--- src/rtl/core/tlpd_pkg.sv ---
// Shared types and constants of the typed length-prefixed deframer.
package tlpd_pkg;

    // Widths of the item fields
    localparam int unsigned BYTE_W = 8;
    localparam int unsigned KIND_W = 2;
    localparam int unsigned LEN_W  = 32;

    // Result kinds
    localparam logic [KIND_W-1:0] KIND_CTRL  = 2'd0;
    localparam logic [KIND_W-1:0] KIND_DATA  = 2'd1;
    localparam logic [KIND_W-1:0] KIND_EMPTY = 2'd2;

    // Special type bytes
    localparam logic [BYTE_W-1:0] TYPE_CTRL_MAX = 8'h02;
    localparam logic [BYTE_W-1:0] TYPE_FILLER   = 8'hFF;

    // Phase codes of the parser
    localparam logic [1:0] PH_IDLE = 2'd0;
    localparam logic [1:0] PH_LEN  = 2'd1;
    localparam logic [1:0] PH_DATA = 2'd2;

    // One result item
    typedef struct packed {
        logic [KIND_W-1:0] kind;
        logic [BYTE_W-1:0] packet_type;
        logic [BYTE_W-1:0] data_byte;
        logic              last_of_packet;
        logic [LEN_W-1:0]  payload_length;
    } result_t;

endpackage

--- src/rtl/core/typed_length_prefixed_deframer.sv ---
// Top level of the typed length-prefixed deframer.
//
// Input channel (s_*): one received link byte per item. Output channel (m_*):
// one result per control packet, per payload byte and per empty data packet.
// In idle a byte of 0xFF is dropped; types 0x00..0x02 are one-byte control
// packets; any other type is followed by LENGTH_BYTES big-endian length bytes
// (low 32 bits kept) and that many payload bytes. Header bytes give no result unless the length is zero.
//
// Output: each result is on m_* the cycle after its byte is accepted.
// Throughput: one byte per cycle; the parser state and the output register
// are updated in the same cycle, so s_tready stays high while the output
// register is empty or being taken.
// Stall: while a result waits with m_tready low, s_tready is low and the
// result holds. Bytes that give no result still wait for that slot to clear.
// Reset: aresetn (synchronous, active low) returns the parser to idle and
// empties the output register.
module typed_length_prefixed_deframer #(
    parameter int unsigned LENGTH_BYTES = 4
) (
    input  logic        aclk,
    input  logic        aresetn,
    input  logic        s_tvalid,
    output logic        s_tready,
    input  logic [7:0]  s_tdata,   // [7:0] rx_byte
    output logic        m_tvalid,
    input  logic        m_tready,
    output logic [39:0] m_tdata,   // [7:0] data_byte, [39:8] payload_length
    output logic [9:0]  m_tuser,   // [1:0] kind, [9:2] packet_type
    output logic        m_tlast    // last_of_packet
);

    localparam int unsigned CNT_W = (LENGTH_BYTES > 1) ? $clog2(LENGTH_BYTES) : 1;
    localparam logic [CNT_W-1:0] CNT_LAST = CNT_W'(LENGTH_BYTES - 1);

    // Parser state
    logic [1:0]                         phase_reg, phase_next;
    logic [tlpd_pkg::BYTE_W-1:0]        held_type_reg, held_type_next;
    logic [CNT_W-1:0]                   seen_reg, seen_next;
    logic [tlpd_pkg::LEN_W-1:0]         length_shift_reg, length_shift_next;
    logic [tlpd_pkg::LEN_W-1:0]         remaining_reg, remaining_next;

    // Output register
    logic                               out_valid_reg, out_valid_next;
    tlpd_pkg::result_t                  out_reg;

    logic                               accept;
    logic                               res_valid;
    tlpd_pkg::result_t                  res;
    logic [tlpd_pkg::LEN_W-1:0]         shifted;
    logic                               is_last;

    assign s_tready = !out_valid_reg || m_tready;
    assign accept   = s_tvalid && s_tready;
    assign shifted  = {length_shift_reg[tlpd_pkg::LEN_W-tlpd_pkg::BYTE_W-1:0], s_tdata};
    assign is_last  = (remaining_reg <= tlpd_pkg::LEN_W'(1));

    // Parse one byte
    always_comb begin
        phase_next        = phase_reg;
        held_type_next    = held_type_reg;
        seen_next         = seen_reg;
        length_shift_next = length_shift_reg;
        remaining_next    = remaining_reg;
        res_valid         = 1'b0;
        res               = '0;
        if (accept) begin
            unique case (phase_reg)
                tlpd_pkg::PH_LEN: begin
                    length_shift_next = shifted;
                    seen_next         = seen_reg + CNT_W'(1);
                    if (seen_reg == CNT_LAST) begin
                        seen_next = '0;
                        if (shifted == '0) begin
                            phase_next           = tlpd_pkg::PH_IDLE;
                            res_valid            = 1'b1;
                            res.kind             = tlpd_pkg::KIND_EMPTY;
                            res.packet_type      = held_type_reg;
                            res.last_of_packet   = 1'b1;
                        end else begin
                            remaining_next = shifted;
                            phase_next     = tlpd_pkg::PH_DATA;
                        end
                    end
                end
                tlpd_pkg::PH_DATA: begin
                    res_valid          = 1'b1;
                    res.kind           = tlpd_pkg::KIND_DATA;
                    res.packet_type    = held_type_reg;
                    res.data_byte      = s_tdata;
                    res.last_of_packet = is_last;
                    res.payload_length = length_shift_reg;
                    remaining_next     = is_last ? '0 : remaining_reg - tlpd_pkg::LEN_W'(1);
                    if (is_last) begin
                        phase_next = tlpd_pkg::PH_IDLE;
                    end
                end
                default: begin
                    // idle, and the unused phase code
                    phase_next = tlpd_pkg::PH_IDLE;
                    if (s_tdata == tlpd_pkg::TYPE_FILLER) begin
                        res_valid = 1'b0;
                    end else if (s_tdata <= tlpd_pkg::TYPE_CTRL_MAX) begin
                        res_valid          = 1'b1;
                        res.kind           = tlpd_pkg::KIND_CTRL;
                        res.packet_type    = s_tdata;
                        res.last_of_packet = 1'b1;
                    end else begin
                        held_type_next    = s_tdata;
                        seen_next         = '0;
                        length_shift_next = '0;
                        remaining_next    = '0;
                        phase_next        = tlpd_pkg::PH_LEN;
                    end
                end
            endcase
        end
    end

    // Fill the output slot when it is free, else hold
    assign out_valid_next = s_tready ? (accept && res_valid) : out_valid_reg;

    always_ff @(posedge aclk) begin
        if (!aresetn) begin
            phase_reg        <= tlpd_pkg::PH_IDLE;
            held_type_reg    <= '0;
            seen_reg         <= '0;
            length_shift_reg <= '0;
            remaining_reg    <= '0;
            out_valid_reg    <= 1'b0;
        end else begin
            phase_reg        <= phase_next;
            held_type_reg    <= held_type_next;
            seen_reg         <= seen_next;
            length_shift_reg <= length_shift_next;
            remaining_reg    <= remaining_next;
            out_valid_reg    <= out_valid_next;
        end
    end

    // Load the result payload
    always_ff @(posedge aclk) begin
        if (accept && res_valid) begin
            out_reg <= res;
        end
    end

    assign m_tvalid = out_valid_reg;
    assign m_tdata  = {out_reg.payload_length, out_reg.data_byte};
    assign m_tuser  = {out_reg.packet_type, out_reg.kind};
    assign m_tlast  = out_reg.last_of_packet;

    // Checks
    a_data_has_remaining: assert property (@(posedge aclk) disable iff (!aresetn)
        phase_reg == tlpd_pkg::PH_DATA |-> remaining_reg != '0)
        else $error("payload phase with no bytes remaining");

    a_no_stray_kind: assert property (@(posedge aclk) disable iff (!aresetn)
        m_tvalid |-> (m_tuser[1:0] == tlpd_pkg::KIND_CTRL
                   || m_tuser[1:0] == tlpd_pkg::KIND_DATA
                   || m_tuser[1:0] == tlpd_pkg::KIND_EMPTY))
        else $error("result of unknown kind");

    a_ctrl_shape: assert property (@(posedge aclk) disable iff (!aresetn)
        m_tvalid && m_tuser[1:0] != tlpd_pkg::KIND_DATA |-> m_tlast && m_tdata == '0)
        else $error("control or empty result carries data");

    a_ready_only_blocked_by_output: assert property (@(posedge aclk) disable iff (!aresetn)
        !s_tready |-> m_tvalid && !m_tready)
        else $error("input stalled without a waiting result");

endmodule
--- config.mk ---
export PLATFORM = sky130hd
export DESIGN_NAME = typed_length_prefixed_deframer
export DESIGN_NICKNAME = d
export VERILOG_FILES = /design/src/rtl/core/tlpd_pkg.sv /design/src/rtl/core/typed_length_prefixed_deframer.sv
export SDC_FILE = /design/constraint.sdc
export NUM_CORES = 1
export LEC_CHECK = 0
export ABC_CLOCK_PERIOD_IN_PS = 8100
export BUFFER_PORTS_ARGS = -buffer_cell sky130_fd_sc_hd__buf_2
export CAP_MARGIN = 20
export CORE_UTILIZATION = 29
export CTS_CLUSTER_DIAMETER = 150
export DETAILED_ROUTE_END_ITERATION = 8
export GPL_TIMING_DRIVEN = 0
export MAX_ROUTING_LAYER = met4
export PLACE_DENSITY = 0.51
export SLEW_MARGIN = 40
export SYNTH_ARGS = -nofsm -noshare
export SYNTH_HDL_FRONTEND = slang
export SYNTH_SLANG_ARGS = --single-unit
--- constraint.sdc ---
create_clock -name aclk -period 8.1 [get_ports aclk]
set_input_delay 0.405 -clock aclk [delete_from_list [all_inputs] [get_ports aclk]]
set_output_delay 0.405 -clock aclk [all_outputs]
set_load 0.05 [all_outputs]
==> run_results.csv <==
group,metric,value,unit
floorplanning,chipHeight,146,microns
outcome,run_status,"finished, final reports clean",
job,max_cap_viol_count,0,
logic_synthesis,synth-main-ff-cell,"dfxtp_1",
clock_tree,cts.sink_count,128,
logic_synthesis,ys.warnings.count,0,
clock_tree,clkTransAtPathRegs,0.06,ns
drt,drtIter0Drc,499,
timing,grt_setup_unrepaired,"false",
global_route,initial_antenna_violation_count,0,
floorplanning,die-area,21200,sq um
logic_synthesis,yosysSeqAreaShare,51.3,%
logic_synthesis,post_synth_num_cell_types,68,
clock_tree,postCtsHoldBufs,0,
worst_setup_path,endpoint_type_of_the_worst_setup_path,"flip-flop",
clock_tree,root_buffer,"clkbuf_16",
logic_synthesis,synth_top_area_share,25.7,%
global_route,met1_layer_usage_reported_by_global_route,20.6,%
floorplanning,chipWidth,146,microns
worst_setup_path,r2r_slack,5.05,ns
timing,max_slew.worst_pin.slew,0.725,ns
clock_tree,cts_post_setup_buffers_inserted,0,
timing,setup_total_negative_slack,0,ns
placement,gpl.final_weighted_congestion,0.848,
timing,finalCriticalPeriod,3.05,ns
worst_setup_path,timing.critical_path.cells,"nor4_1, nand4_1, o31a_1, nand3b_1, buf_2, nor2_1, a221o_1",
timing,hold_violations,0,
worst_setup_path,setup.worst_path.class,"reg2reg",
global_route,gr-usage-met3,3.23,%
pwr,total_leakage_power,2.76,nW
logic_synthesis,synth_edf_count,51,
logic_synthesis,share_of_synthesized_registers_carrying_an_async_set_or_reset,0,%
floorplanning,io_pins,65,
placement,place.detailed.hpwl,12500,microns
global_route,grt_pass1_wl,27300,microns
floorplanning,initial_standard_cell_utilization_of_the_core,29.6,%
drt,vias_per_cell,5.25,
clock_tree,cts_resized,0,
drt,drc,0,
cells_and_area,diodes,0,
logic_synthesis,synth.cell_area,5990,sq um
cells_and_area,syn_to_final_growth,21.7,%
worst_setup_path,worstReg2RegStart,"remaining_reg[12]$_SDFFE_PN0P_",
logic_synthesis,synth_cells,602,
logic_synthesis,yosys_register_bits,128,
hold_path,hold_endpoint,"m_tvalid$_SDFFE_PN0N_",
placement,dpl-instance-area,6670,sq um
cells_and_area,stdcell_area,7290,sq um
drt,post_drt_wl_per_cell,18.1,microns
global_route,number_of_global_route_vias_before_repair,4923,
timing,min_period_over_period,37.7,%
worst_setup_path,path_max_fanout,10,
clock_tree,max-clock-path-buffers,2,
timing,number_of_setup_violations_in_the_final_report,0,
drt,drtPass1Iterations,5,
cells_and_area,finish.net_count,702,
floorplanning,rows,52,
clock_tree,cts_inserted_buffers,17,
clock_tree,htree_num_levels,4,
global_route,grt.overflow.total,0,
hold_path,worstHoldPathType,"in2reg",
logic_synthesis,synth_nets,619,
timing,slew_violations,0,
drt,drt.antenna.violating_nets,0,
hold_path,timing.hold.worst.start,"s_tvalid",
logic_synthesis,syn_avg_cell_area,9.95,sq um
worst_setup_path,reg2reg_to,"remaining_reg[13]$_SDFFE_PN0P_",
hold_path,min_delay_path_depth,3,
worst_setup_path,critical-path-max-stage-delay,0.67,ns
placement,io_buffer_count,63,
worst_setup_path,reg2reg_depth,7,
drt,route.vias.total,5080,
logic_synthesis,top_cell_type_by_total_area_after_synthesis,"dfxtp_1",
worst_setup_path,arrival_worst_endpoint,3.36,ns
global_route,global_route_usage_over_all_layers,17.2,%
global_route,gr_busiest_metal,"met2",
pwr,power.density,218,nW/um^2
clock_tree,tritoncts_clock_tree,"done",
global_route,grt_max_degree,38,
timing,worst_clock_skew,0.0106,ns
timing,slew_headroom,51.2,%
global_route,grt.met2_usage,28.2,%
cells_and_area,post_route_cells_drive_above_1_share,17.5,%
drt,total_routed_length,17500,microns
logic_synthesis,synthTopCellsByCount,"dfxtp_1, nand2_1, edfxtp_1",
pwr,worst_ir_drop_vdd,0.0962,mV
logic_synthesis,netlist_top_cells_area,"dfxtp_1, edfxtp_1, a21boi_0",
clock_tree,worst_skew_pair.late_latency,0.42,ns
worst_setup_path,worst_ep_required_time,8.41,ns
timing,clock.fmax,328,MHz
cells_and_area,max_ffs_per_register,40,
worst_setup_path,cp-start-kind,"flip-flop",
floorplanning,fp.coreArea,20200,sq um
worst_setup_path,worst_path_max_delay_cell,"nor4_1",
==> worst max path at each step <==
stage / cells after the start / slack (ns) / startpoint / endpoint
global route: 7 / 4.87 / remaining_reg[8]$_SDFFE_PN0P_ / remaining_reg[8]$_SDFFE_PN0P_
floorplan: 5 / 4.50 / s_tdata[2] / m_tdata[0]$_SDFFCE_PN0P_
finish: 7 / 5.05 / remaining_reg[12]$_SDFFE_PN0P_ / remaining_reg[13]$_SDFFE_PN0P_
global placement: 6 / 3.77 / s_tdata[2] / m_tdata[18]$_SDFFCE_PN0P_
CTS: 7 / 5.11 / remaining_reg[8]$_SDFFE_PN0P_ / remaining_reg[13]$_SDFFE_PN0P_
detailed placement: 7 / 4.89 / s_tdata[2] / m_tdata[18]$_SDFFCE_PN0P_
==> cell usage in the layout (no fill, tap or decap), drive strengths merged, types with 4 or more instances in the layout <==
cell type	netlist	layout
nand2	77	77
dfxtp	77	77
buf	6	70
clkbuf	38	58
edfxtp	51	51
and3	46	46
nand3	44	44
a21boi	40	40
nor2	25	25
nor3	15	15
nor4	15	15
o21ai	14	14
a21oi	11	11
inv	9	11
a221o	10	10
and2	9	9
mux2i	8	8
nor2b	8	8
o22ai	7	7
o31ai	7	7
o31a	6	6
a32oi	6	6
nand4	5	5
a32o	5	5
ha	5	5
or4	5	5
or3	5	5
xor2	4	4
a22oi	4	4
o211ai	4	4
clkinv	0	4
==> area by class of cell <==
class                   instances  area [sq um]
plain buffers                  44           200
flip-flops and latches        128          3070
inverters                       9          33.8
clock buffers                  20           468
clock inverters                12           156
repair buffers                 64           335
fillers                      2036         12900
well taps                     270           338
multi-input cells             421          2690
==> report_power, final <==
| part | switching, mW | internal (mW) | leakage (nW) |
|---|---|---|---|
| clock network | 0.290 | 0.511 | 0.296 |
| registers | 0.00553 | 0.672 | 1.09 |
| logic | 0.0792 | 0.0321 | 1.37 |
==> worst max-delay path: cells and delay by family, from the launching register on <==
kind | cells | cell delay (ns)
and+or+nand+nor | 4 | 1.42
AOI/OAI and AO/OA | 2 | 0.80
buffers and inverters | 1 | 0.34
DFF | 1 | 0.37
==> metrics by stage <==
step	cells	worst slack, ns	utilization (%)	hold slack [ns]	power [mW]
6_report	968	5.05	36.0	0.271	1.59
5_1_grt	968	4.87	36.0	0.277	1.64
2_1_floorplan	602	4.50	-	0.436	0.762
4_1_cts	968	5.11	36.0	0.251	1.60
3_5_place_dp	936	4.89	32.9	0.458	0.800
3_3_place_gp	935	3.77	32.8	0.452	0.799
==> per-layer routing <==
metal / vias up / share of wire, %
met5: - / 0
li1: 2430 / -
met3: 36 / 5.0
met2: 179 / 48
met1: 2435 / 44
met4: 0 / 2.5
==> cell families (layout without fill, tap and decap cells) <==
family	count (synthesis)	after routing	synth area share, %
AND/OR/NAND/NOR	268	268	23.7
buffers and inverters	53	149	3.91
AO/OA/AOI/OAI	131	131	17.2
multiplexers	11	11	1.96
flip-flops	128	128	51.3
adder cells (fa/ha/maj)	5	5	1.04
XOR/XNOR	6	6	0.877
Note: power is estimated with default switching activity, not from simulation.
